<file path="src/hw/rtl/assert_macros.svh">
// Assertion macros used by the aging subscriber table module.
// No dependencies.
`ifndef ASSERT_MACROS_SVH
`define ASSERT_MACROS_SVH
`ifndef SYNTHESIS
`define AST_IMPLIES(label, clk, rst_n, pre, post) \
  label: assert property (@(posedge clk) disable iff (!rst_n) (pre) |-> (post)) \
    else $error("assertion failed");
`define AST_NEXT(label, clk, rst_n, pre, post) \
  label: assert property (@(posedge clk) disable iff (!rst_n) (pre) |=> (post)) \
    else $error("assertion failed");
`else
`define AST_IMPLIES(label, clk, rst_n, pre, post)
`define AST_NEXT(label, clk, rst_n, pre, post)
`endif
`endif

</file>
<file path="src/hw/rtl/ast_pkg.sv">
// Types and codes of the aging subscriber table.
// No dependencies.
`timescale 1ns / 1ps
package ast_pkg;
  localparam int KeyW = 48;
  localparam int TimeW = 32;
  localparam int AgeW = 16;
  localparam int SlotW = 6;

  localparam logic [1:0] KIND_KEEP = 2'd0;
  localparam logic [1:0] KIND_DEST = 2'd1;
  localparam logic [1:0] KIND_NONE = 2'd2;

  localparam logic [1:0] ACT_REFRESH = 2'd0;
  localparam logic [1:0] ACT_REPLACE = 2'd1;
  localparam logic [1:0] ACT_ADD = 2'd2;
  localparam logic [1:0] ACT_DROP = 2'd3;

  localparam logic OP_KEEP = 1'b0;
  localparam logic OP_FAN = 1'b1;

  localparam logic CFG_REPLACE = 1'b0;
  localparam logic CFG_ACTIVE = 1'b1;

  localparam logic [15:0] REPLACE_RST = 16'd90;
  localparam logic [15:0] ACTIVE_RST = 16'd65;

  // Entry carried along the rotating chain.
  typedef struct packed {
    logic [KeyW-1:0] key;
    logic [TimeW-1:0] heard;
  } entry_t;

  // Write command broadcast to every cell.
  typedef struct packed {
    logic en;
    logic [KeyW-1:0] key;
    logic [TimeW-1:0] heard;
  } wr_t;
endpackage

</file>
<file path="src/hw/rtl/ast_cell.sv">
// One cell of the rotating entry chain of the subscriber table.
// Depends on ast_pkg.
`timescale 1ns / 1ps
module ast_cell (
  input  logic            clk,
  input  logic            shift,
  input  logic            wr_here,
  input  ast_pkg::wr_t    wr,
  input  ast_pkg::entry_t d_in,
  output ast_pkg::entry_t q
);
  ast_pkg::entry_t ent_r;

  always_ff @(posedge clk) begin
    if (wr_here && wr.en) begin
      ent_r.key <= wr.key;
      ent_r.heard <= wr.heard;
    end else if (shift) begin
      ent_r <= d_in;
    end
  end

  assign q = ent_r;
endmodule

</file>
<file path="src/hw/rtl/aging_subscriber_table.sv">
// Aging subscriber table.
// Input items carry op on in_tuser and client_key with now_time on in_tdata;
// they are taken one at a time, only while the block is idle.
// Keepalive items give one result; fan-out items give one result per active
// entry in slot order, or one empty result, the final one marked by tlast.
// The kind of each result travels on out_tuser.
// Entries live in a ring of ENTRIES cells that rotates by one slot per cycle
// while an item is scanned or turned, but stands still while the head is
// written, and is back at slot 0 whenever the block is idle; the head cell is
// examined as it passes during the scan. A fan-out scans the ring once and
// registers its final result in S_EMIT. A keepalive scans, then turns the
// ring once more and writes the chosen slot as it passes the head (no write
// when it is dropped), and registers its result in S_EMIT. The input is ready
// again after S_WAIT, which follows the final result. While the receiver
// stalls, the scan holds and the ring freezes, and S_EMIT waits as well.
// Reset empties the table and loads the age registers with 90 and 65
// seconds; there is no clearing pass. Configuration is accepted only while
// the block is idle, and takes priority over a waiting input item.
// Depends on ast_pkg and ast_cell; assertions use assert_macros.svh.
`timescale 1ns / 1ps
`include "assert_macros.svh"
module aging_subscriber_table #(
  parameter int ENTRIES = 64
) (
  input  logic        clk,
  input  logic        rst_n,
  input  logic        in_tvalid,
  output logic        in_tready,
  input  logic        in_tuser,   // op
  input  logic [79:0] in_tdata,   // client_key, now_time
  output logic        out_tvalid,
  input  logic        out_tready,
  output logic [1:0]  out_tuser,  // kind
  output logic [55:0] out_tdata,  // action, slot, dest_key
  output logic        out_tlast,
  input  logic        cfg_valid,
  output logic        cfg_ready,
  input  logic        cfg_index,
  input  logic [15:0] cfg_data
);
  localparam int IW = $clog2(ENTRIES);
  localparam int CW = $clog2(ENTRIES + 1);

  typedef enum logic [4:0] {
    S_IDLE = 5'b00001, S_SCAN = 5'b00010, S_ROT = 5'b00100,
    S_EMIT = 5'b01000, S_WAIT = 5'b10000
  } state_t;

  state_t st_r;
  logic [15:0] rep_age_r, act_age_r;
  logic [CW-1:0] used_r;
  logic [CW-1:0] pos_r;       // slot of head cell
  logic [CW-1:0] cnt_r;       // scanned cells
  logic op_r;
  logic [ast_pkg::KeyW-1:0] key_r;
  logic [ast_pkg::TimeW-1:0] now_r;
  logic match_r, exp_r, any_r, wdone_r;
  logic [IW-1:0] match_idx_r, exp_idx_r, tgt_r;
  logic [1:0] act_r;
  logic out_v_r, out_last_r;
  logic [57:0] out_d_r;
  logic pend_v_r;
  logic [57:0] pend_d_r;

  ast_pkg::entry_t q [ENTRIES];
  ast_pkg::wr_t wr;
  logic shift;
  logic wr_en;
  logic out_load;

  genvar g;
  generate
    for (g = 0; g < ENTRIES; g++) begin : g_cell
      ast_cell u_cell (
        .clk(clk), .shift(shift), .wr_here(g == 0), .wr(wr),
        .d_in(q[(g + 1) % ENTRIES]), .q(q[g])
      );
    end
  endgenerate

  logic [IW-1:0] pos_idx;
  logic in_use;
  logic [ast_pkg::TimeW-1:0] age;
  logic hit_key, hit_exp, hit_act, out_free;

  assign pos_idx = pos_r[IW-1:0];
  assign in_use = pos_r < used_r;
  assign age = now_r - q[0].heard;
  assign hit_key = in_use && (q[0].key == key_r);
  assign hit_exp = in_use && (age > {16'd0, rep_age_r});
  assign hit_act = in_use && (age < {16'd0, act_age_r});
  assign out_free = !out_v_r || out_tready;

  // The ring stands still in the cycle in which the head is written.
  assign wr_en = (st_r == S_ROT) && (pos_idx == tgt_r) &&
                 (act_r != ast_pkg::ACT_DROP) && !wdone_r;
  assign shift = (st_r == S_SCAN && out_free) || (st_r == S_ROT && !wr_en);
  assign wr = {wr_en, key_r, now_r};

  assign out_load = (st_r == S_SCAN && out_free && op_r == ast_pkg::OP_FAN &&
                     hit_act && pend_v_r) || (st_r == S_EMIT && out_free);

  assign in_tready = (st_r == S_IDLE) && !cfg_valid;
  assign cfg_ready = (st_r == S_IDLE);
  assign out_tvalid = out_v_r;
  assign out_tuser = out_d_r[1:0];
  assign out_tdata = out_d_r[57:2];
  assign out_tlast = out_last_r;

  always_ff @(posedge clk) begin
    if (!rst_n) begin
      rep_age_r <= ast_pkg::REPLACE_RST;
      act_age_r <= ast_pkg::ACTIVE_RST;
    end else if (cfg_valid && cfg_ready) begin
      if (cfg_index == ast_pkg::CFG_REPLACE) rep_age_r <= cfg_data;
      else act_age_r <= cfg_data;
    end
  end

  function automatic logic [57:0] pack_out(logic [1:0] k, logic [1:0] a,
                                           logic [IW-1:0] s,
                                           logic [ast_pkg::KeyW-1:0] d);
    logic [ast_pkg::SlotW-1:0] s6;
    s6 = ast_pkg::SlotW'(s);
    return {d, s6, a, k};
  endfunction

  always_ff @(posedge clk) begin
    if (!rst_n) begin
      out_v_r <= 1'b0;
    end else if (out_load) begin
      out_v_r <= 1'b1;
    end else if (out_tready) begin
      out_v_r <= 1'b0;
    end
  end

  always_ff @(posedge clk) begin
    if (!rst_n) begin
      st_r <= S_IDLE;
      used_r <= '0;
      pos_r <= '0;
      pend_v_r <= 1'b0;
    end else begin
      unique case (st_r)
        S_IDLE: begin
          if (in_tvalid && in_tready) begin
            op_r <= in_tuser;
            key_r <= in_tdata[47:0];
            now_r <= in_tdata[79:48];
            cnt_r <= '0;
            match_r <= 1'b0;
            exp_r <= 1'b0;
            any_r <= 1'b0;
            wdone_r <= 1'b0;
            pend_v_r <= 1'b0;
            st_r <= S_SCAN;
          end
        end
        S_SCAN: begin
          if (out_free) begin
            pos_r <= (pos_r == CW'(ENTRIES - 1)) ? '0 : pos_r + 1'b1;
            cnt_r <= (cnt_r == CW'(ENTRIES - 1)) ? '0 : cnt_r + 1'b1;
            if (op_r == ast_pkg::OP_KEEP) begin
              if (hit_key && !match_r) begin
                match_r <= 1'b1;
                match_idx_r <= pos_idx;
              end
              if (hit_exp && !exp_r) begin
                exp_r <= 1'b1;
                exp_idx_r <= pos_idx;
              end
            end else if (hit_act) begin
              any_r <= 1'b1;
              if (pend_v_r) begin
                out_d_r <= pend_d_r;
                out_last_r <= 1'b0;
              end
              pend_v_r <= 1'b1;
              pend_d_r <= pack_out(ast_pkg::KIND_DEST, ast_pkg::ACT_REFRESH,
                                   pos_idx, q[0].key);
            end
            if (cnt_r == CW'(ENTRIES - 1)) begin
              if (op_r == ast_pkg::OP_FAN) st_r <= S_EMIT;
              else st_r <= S_ROT;
            end
          end
        end
        S_ROT: begin
          if (wr_en) begin
            wdone_r <= 1'b1;
          end else begin
            pos_r <= (pos_r == CW'(ENTRIES - 1)) ? '0 : pos_r + 1'b1;
            cnt_r <= cnt_r + 1'b1;
            if (cnt_r == CW'(ENTRIES - 1)) st_r <= S_EMIT;
          end
        end
        S_EMIT: begin
          if (out_free) begin
            out_last_r <= 1'b1;
            if (op_r == ast_pkg::OP_FAN) begin
              if (any_r) out_d_r <= pend_d_r;
              else out_d_r <= pack_out(ast_pkg::KIND_NONE, ast_pkg::ACT_REFRESH,
                                       '0, '0);
            end else begin
              out_d_r <= pack_out(ast_pkg::KIND_KEEP, act_r,
                                  (act_r == ast_pkg::ACT_DROP) ? '0 : tgt_r, key_r);
              if (act_r == ast_pkg::ACT_ADD) used_r <= used_r + 1'b1;
            end
            st_r <= S_WAIT;
          end
        end
        S_WAIT: st_r <= S_IDLE;
        default: st_r <= S_IDLE;
      endcase
    end
  end

  // Keepalive target chosen as scan ends; the last cell's hits are folded in
  // behind the flags of the earlier cells, and a drop makes no write.
  always_ff @(posedge clk) begin
    if (st_r == S_SCAN && out_free && cnt_r == CW'(ENTRIES - 1)) begin
      if (match_r) begin
        act_r <= ast_pkg::ACT_REFRESH;
        tgt_r <= match_idx_r;
      end else if (hit_key) begin
        act_r <= ast_pkg::ACT_REFRESH;
        tgt_r <= pos_idx;
      end else if (exp_r) begin
        act_r <= ast_pkg::ACT_REPLACE;
        tgt_r <= exp_idx_r;
      end else if (hit_exp) begin
        act_r <= ast_pkg::ACT_REPLACE;
        tgt_r <= pos_idx;
      end else if (used_r < CW'(ENTRIES)) begin
        act_r <= ast_pkg::ACT_ADD;
        tgt_r <= used_r[IW-1:0];
      end else begin
        act_r <= ast_pkg::ACT_DROP;
        tgt_r <= '0;
      end
    end
  end

  `AST_IMPLIES(a_used_max, clk, rst_n, 1'b1, used_r <= CW'(ENTRIES))
  `AST_IMPLIES(a_ready_idle, clk, rst_n, in_tready, !out_v_r || st_r == S_IDLE)
  `AST_NEXT(a_hold, clk, rst_n, out_v_r && !out_tready, out_v_r && $stable(out_d_r))
endmodule

</file>
<file path="config.mk">
export PLATFORM = sky130hd
export DESIGN_NAME = aging_subscriber_table
export DESIGN_NICKNAME = d
export VERILOG_FILES = /design/src/hw/rtl/ast_pkg.sv /design/src/hw/rtl/ast_cell.sv /design/src/hw/rtl/aging_subscriber_table.sv
export VERILOG_INCLUDE_DIRS = /design/src /design/src/hw/rtl
export SDC_FILE = /design/constraint.sdc
export NUM_CORES = 2
export LEC_CHECK = 0
export ABC_AREA = 1
export BUFFER_PORTS_ARGS = -buffer_cell sky130_fd_sc_hd__buf_2
export CAP_MARGIN = 5
export CORE_AREA = 2 2 679 681
export DETAILED_ROUTE_END_ITERATION = 8
export DIE_AREA = 0 0 681 683
export PLACE_DENSITY_LB_ADDON = 0.1
export SYNTH_ARGS = -nofsm -noshare
export SYNTH_HDL_FRONTEND = slang
export SYNTH_SLANG_ARGS = --single-unit
</file>
<file path="constraint.sdc">
create_clock -name clk -period 85.3 [get_ports clk]
set_input_delay 4.265 -clock clk [delete_from_list [all_inputs] [get_ports clk]]
set_output_delay 4.265 -clock clk [all_outputs]
set_load 0.03 [all_outputs]
</file>
==> impl_summary.md <==
Status
The flow ran to the end, and the final reports show no timing, DRC or antenna violations.

Drt
The detail route stage leaves a number of antenna-violating nets equal to 0. After detailed routing, the total wire length is about 250000 um. The number of design rule violations left after detail routing is 0. The average routed wire per standard cell is between 15 and 20 um.

After the first detailed-routing iteration, the DRC count stood at just over 6000. Summing over every cut layer, the via total after detailed routing is 62100. The number of vias per cell is around 4.4. For this run, the detailed router's first-pass iteration total came to 7.

Setup path
The internal reg-to-reg setup slack is between 70 and 80 ns. Data on the critical path is required at its endpoint by between 80 and 90 ns. For the worst flop-to-flop path, the logic depth is 15. The top fanout value on the critical path is approximately 180. The type of origin of the critical path is an input port. STA classifies the critical path endpoint as a flip-flop. The origin of the critical flop-to-flop path is pos_r[3]$_SDFFE_PN0P_. Data arrives at the worst endpoint at approximately 12 ns. The critical path in this run is classified as input port to flip-flop. The worst register-to-register path ends at g_cell[36].u_cell.q[38]$_DFFE_PP_.

Clock network
TritonCTS built the clock tree. The longest clock path from root to sink contains 4 buffers. Clock-pin slew was measured on the worst setup and hold paths at 0.06 ns. The total number of H-tree levels is 6. At the later pin of the worst-skew pair, clock insertion delay measures just over 1 ns. After clock tree synthesis, the setup repair step added 0 buffers.

The TritonCTS buffer count is between 500 and 600. The clock drives around 5400 sinks. After clock tree synthesis, the repair step resized 0 gates. The clock tree root driver cell is clkbuf_16. The number of buffers inserted for hold repair after clock tree synthesis is 0.

Worst hold path
In this run the most critical hold path is launched from g_cell[8].u_cell.q[0]$_DFFE_PP_. The worst hold path endpoint is g_cell[7].u_cell.q[0]$_DFFE_PP_. The hold path depth is 0. The type of the worst min-delay path is flip-flop to flip-flop.

Pwr
The cell-internal power is 4510 uW. The fraction of power consumed by sequential logic is 54.9%. The part of the power in combinational logic is roughly 3.5%.

The fraction of power spent switching nets is between 20% and 30%. For this design the ratio of total power to cell area is slightly below 30 nW/um^2. The reported net switching power is approximately 1200 uW.

The maximum vdd ir drop is ~0.000021 V. The overall power is approximately 5700 uW. The static leakage is 0.0569 uW. The clock network burns 41.5% of the power.

Synthesis
The count of flip-flops with a built-in enable after synthesis is 5345. The distinct cell type count of the synthesized netlist is 46. Summing the sequential cell areas from Yosys gives 95.7% of the chip area.

The number of nets in the synthesized netlist is ~7100. In this run, synthesis produced a sequential element count of about 5400. The cell area that synthesis handed to floorplanning was between 150000 and 200000 um^2.

Dividing the synthesized area by the synthesized cell count gives about 25 um^2. The share of flip-flops with an asynchronous set or reset after synthesis is 0%. The predominant post-synthesis flop cell is edfxtp_1.

Yosys printed 0 warnings. By area the synthesized netlist is led by edfxtp_1, nand2_1, inv_1. The top cell type's share of synthesized area is between 90% and 100%.

The gate count of the mapped netlist is roughly 6900. The library cell occupying the most area in the post-synthesis netlist is edfxtp_1.

Floorplanning
The initial core utilization is a little under two fifths. The number of placement rows is approximately 250. The die footprint is approximately 470000 um^2. The x dimension of the die is 681 um. roughly 170 I/O pins were placed. From bottom edge to top edge, the die measures roughly 700 um. The core outline area is 458000 um^2.

Global route
The global-route usage over all layers is 10.5%. met1 is the most crowded layer. The first-pass GRT wire length is around 380000 um. The number of antenna violations at the first check in global routing came to 22. The met3 routing resource usage after global routing is about 2.1%. The largest net degree at the start of global routing is between 200 and 250.

Global routing consumed, on the met2 layer, between 10% and 20% of the routing resources. For this run, global-route usage on met1 was measured as between 10% and 20%. Summed over all layers, the global routing overflow is 0.

The number of global-route vias before repair is approximately 63000.

Finish
The area growth from synthesis to layout is 16.1%. The layout cell share with drive strength beyond 1 is approximately 13%. For this run, the post-layout net count is 7833. The count of filler cells inserted in the layout is just under 40000.

The finished cells cover approximately 200000 um^2.

Timing
Setup repair after global routing left no endpoint under its margin. In the finished design, the share of the clock period the worst path needs comes to between 10% and 20%. Derived from the worst setup path, the maximum achievable clock frequency is between 0.08 and 0.09 GHz. The least setup slack across all paths after layout is around 74 ns. The total negative slack is 0 ns. The hold violation count in the final report is 0. The slew at the pin with the worst max-slew slack is between 1 and 1.5 ns.

In this run the tightest slew margin relative to its limit is approximately 15%. The worst setup skew after layout is between 0.04 and 0.05 ns. The number of endpoints failing setup at the final stage is 0. The max-slew violation count is 0. The worst path needs about 11 ns of the cycle, external delays included.

Placed design
The total cell area at the placement stage is 178000 um^2. The number of buffer cells added on primary ports is about 160. The congestion estimate from routability-driven global placement came to around 0.75.

The post-detailed-placement half-perimeter wirelength is between 100000 and 150000 um. The post-placement setup slack is around 73 ns.

Flow run
Max-cap violations in this run came to 0.
## routing by layer
layer  routed length (um)  vias to the layer above
li1                     -                    28400
met1               121000                    32000
met2               108000                     1066
met3                10800                      605
met4                11300                        4
met5                   24                        -
## per-stage QoR
step	hold WS, ns	util, %	std cells
after floorplan	0.400	-	6893
after global placement	0.400	38.8	13200
after detailed placement	0.405	38.8	13200
after CTS	0.384	42.8	14200
after global routing	0.393	42.8	14200
final	0.383	42.8	14200
## worst max-delay path by stage
stage	slack (ns)	to	from
after CTS	74.05	g_cell[39].u_cell.q[37]$_DFFE_PP_	out_tready
after global placement	73.11	g_cell[25].u_cell.q[38]$_DFFE_PP_	out_tready
after global routing	73.37	g_cell[28].u_cell.q[38]$_DFFE_PP_	out_tready
after floorplan	22.84	pos_r[3]$_SDFFE_PN0P_	out_tready
final	74.01	g_cell[36].u_cell.q[38]$_DFFE_PP_	out_tready
after detailed placement	72.85	g_cell[25].u_cell.q[38]$_DFFE_PP_	out_tready
## cells in the final DEF (no fill, tap or decap), types with 5 or more instances in the layout
master | synthesis | layout
buf_12 | 0 | 11
buf_4 | 0 | 57
nor4_1 | 6 | 5
clkinv_16 | 0 | 13
clkbuf_16 | 0 | 584
clkinv_1 | 1 | 122
nor2_1 | 263 | 261
a21oi_1 | 132 | 132
buf_2 | 6 | 164
inv_1 | 288 | 285
nand2_2 | 8 | 8
ha_1 | 71 | 71
clkinv_8 | 0 | 10
nor3b_1 | 5 | 5
and2_1 | 6 | 6
clkbuf_1 | 32 | 127
edfxtp_1 | 5345 | 5345
or2_2 | 6 | 6
inv_2 | 7 | 7
dfxtp_1 | 53 | 53
o21ai_0 | 90 | 88
inv_6 | 0 | 17
o211ai_1 | 8 | 8
bufinv_16 | 0 | 37
a221oi_1 | 5 | 5
xnor2_1 | 12 | 12
nor3_1 | 16 | 16
clkinvlp_4 | 0 | 5
xor2_1 | 49 | 49
nand2_1 | 358 | 358
inv_16 | 0 | 10
clkinv_2 | 0 | 87
nor2_2 | 5 | 5
nand3_1 | 52 | 52
nand4_1 | 30 | 30
## cell usage after synthesis (5+ instances only)
library cell  count
clkbuf_1         32
xor2_1           49
xnor2_1          12
nand2_2           8
inv_1           288
or2_2             6
nand2_1         358
nand3_1          52
o211ai_1          8
nor2_1          263
dfxtp_1          53
inv_2             7
nor2_2            5
nand4_1          30
edfxtp_1       5345
nor3b_1           5
nor4_1            6
o21ai_0          90
a221oi_1          5
ha_1             71
buf_2             6
a21oi_1         132
nor3_1           16
and2_1            6
## worst max-delay path: stages
cell     delay (ns)
buf_2          0.13
nor2_1         0.13
inv_1          0.15
nor2_2         0.07
inv_1          0.08
nand3_2        0.17
inv_8          0.67
buf_12         0.66
buf_12         0.67
buf_4          0.69
buf_12         0.61
buf_4          0.89
buf_4          0.89
buf_4          0.92
## power groups by stage
stage	registers [uW]	logic (uW)	clock network (uW)
detailed placement	3200	212	0
CTS	3150	211	2480
global route	3160	230	2580
finish	3140	203	2380
floorplan	4010	138	0
global placement	3200	204	0
## final cells by class
cell class,instances,area [um^2],area share (%)
repair buffers,232,1470,0.749
inverters,296,1130,0.575
multi-input cells,1158,6090,3.11
well taps,6149,7690,3.93
clock buffers,712,15100,7.71
clock inverters,302,2960,1.51
diodes,1,2.50,0.00128
flip-flops and latches,5398,162000,82.4
## state kept, by name, indices dropped and copies added (netlist names), 2 cells and up
| register | count |
|---|---|
| used_r | 7 |
| g_cell.u_cell.q | 5120 |
| now_r | 32 |
| out_d_r | 58 |
| act_r | 2 |
| tgt_r | 6 |
| pend_d_r | 54 |
| st_r | 5 |
| match_idx_r | 6 |
| act_age_r | 16 |
| rep_age_r | 16 |
| cnt_r | 7 |
| key_r | 48 |
| exp_idx_r | 6 |
| pos_r | 7 |
## cells by family after synthesis
family	after synthesis	synth area share, %
simple gates	769	1.91
compound gates	256	0.821
buf+inv	337	0.753
xor+xnor	61	0.316
fa+ha+maj	72	0.538
flops	5398	95.7
Power figures use the tool's default switching activity.
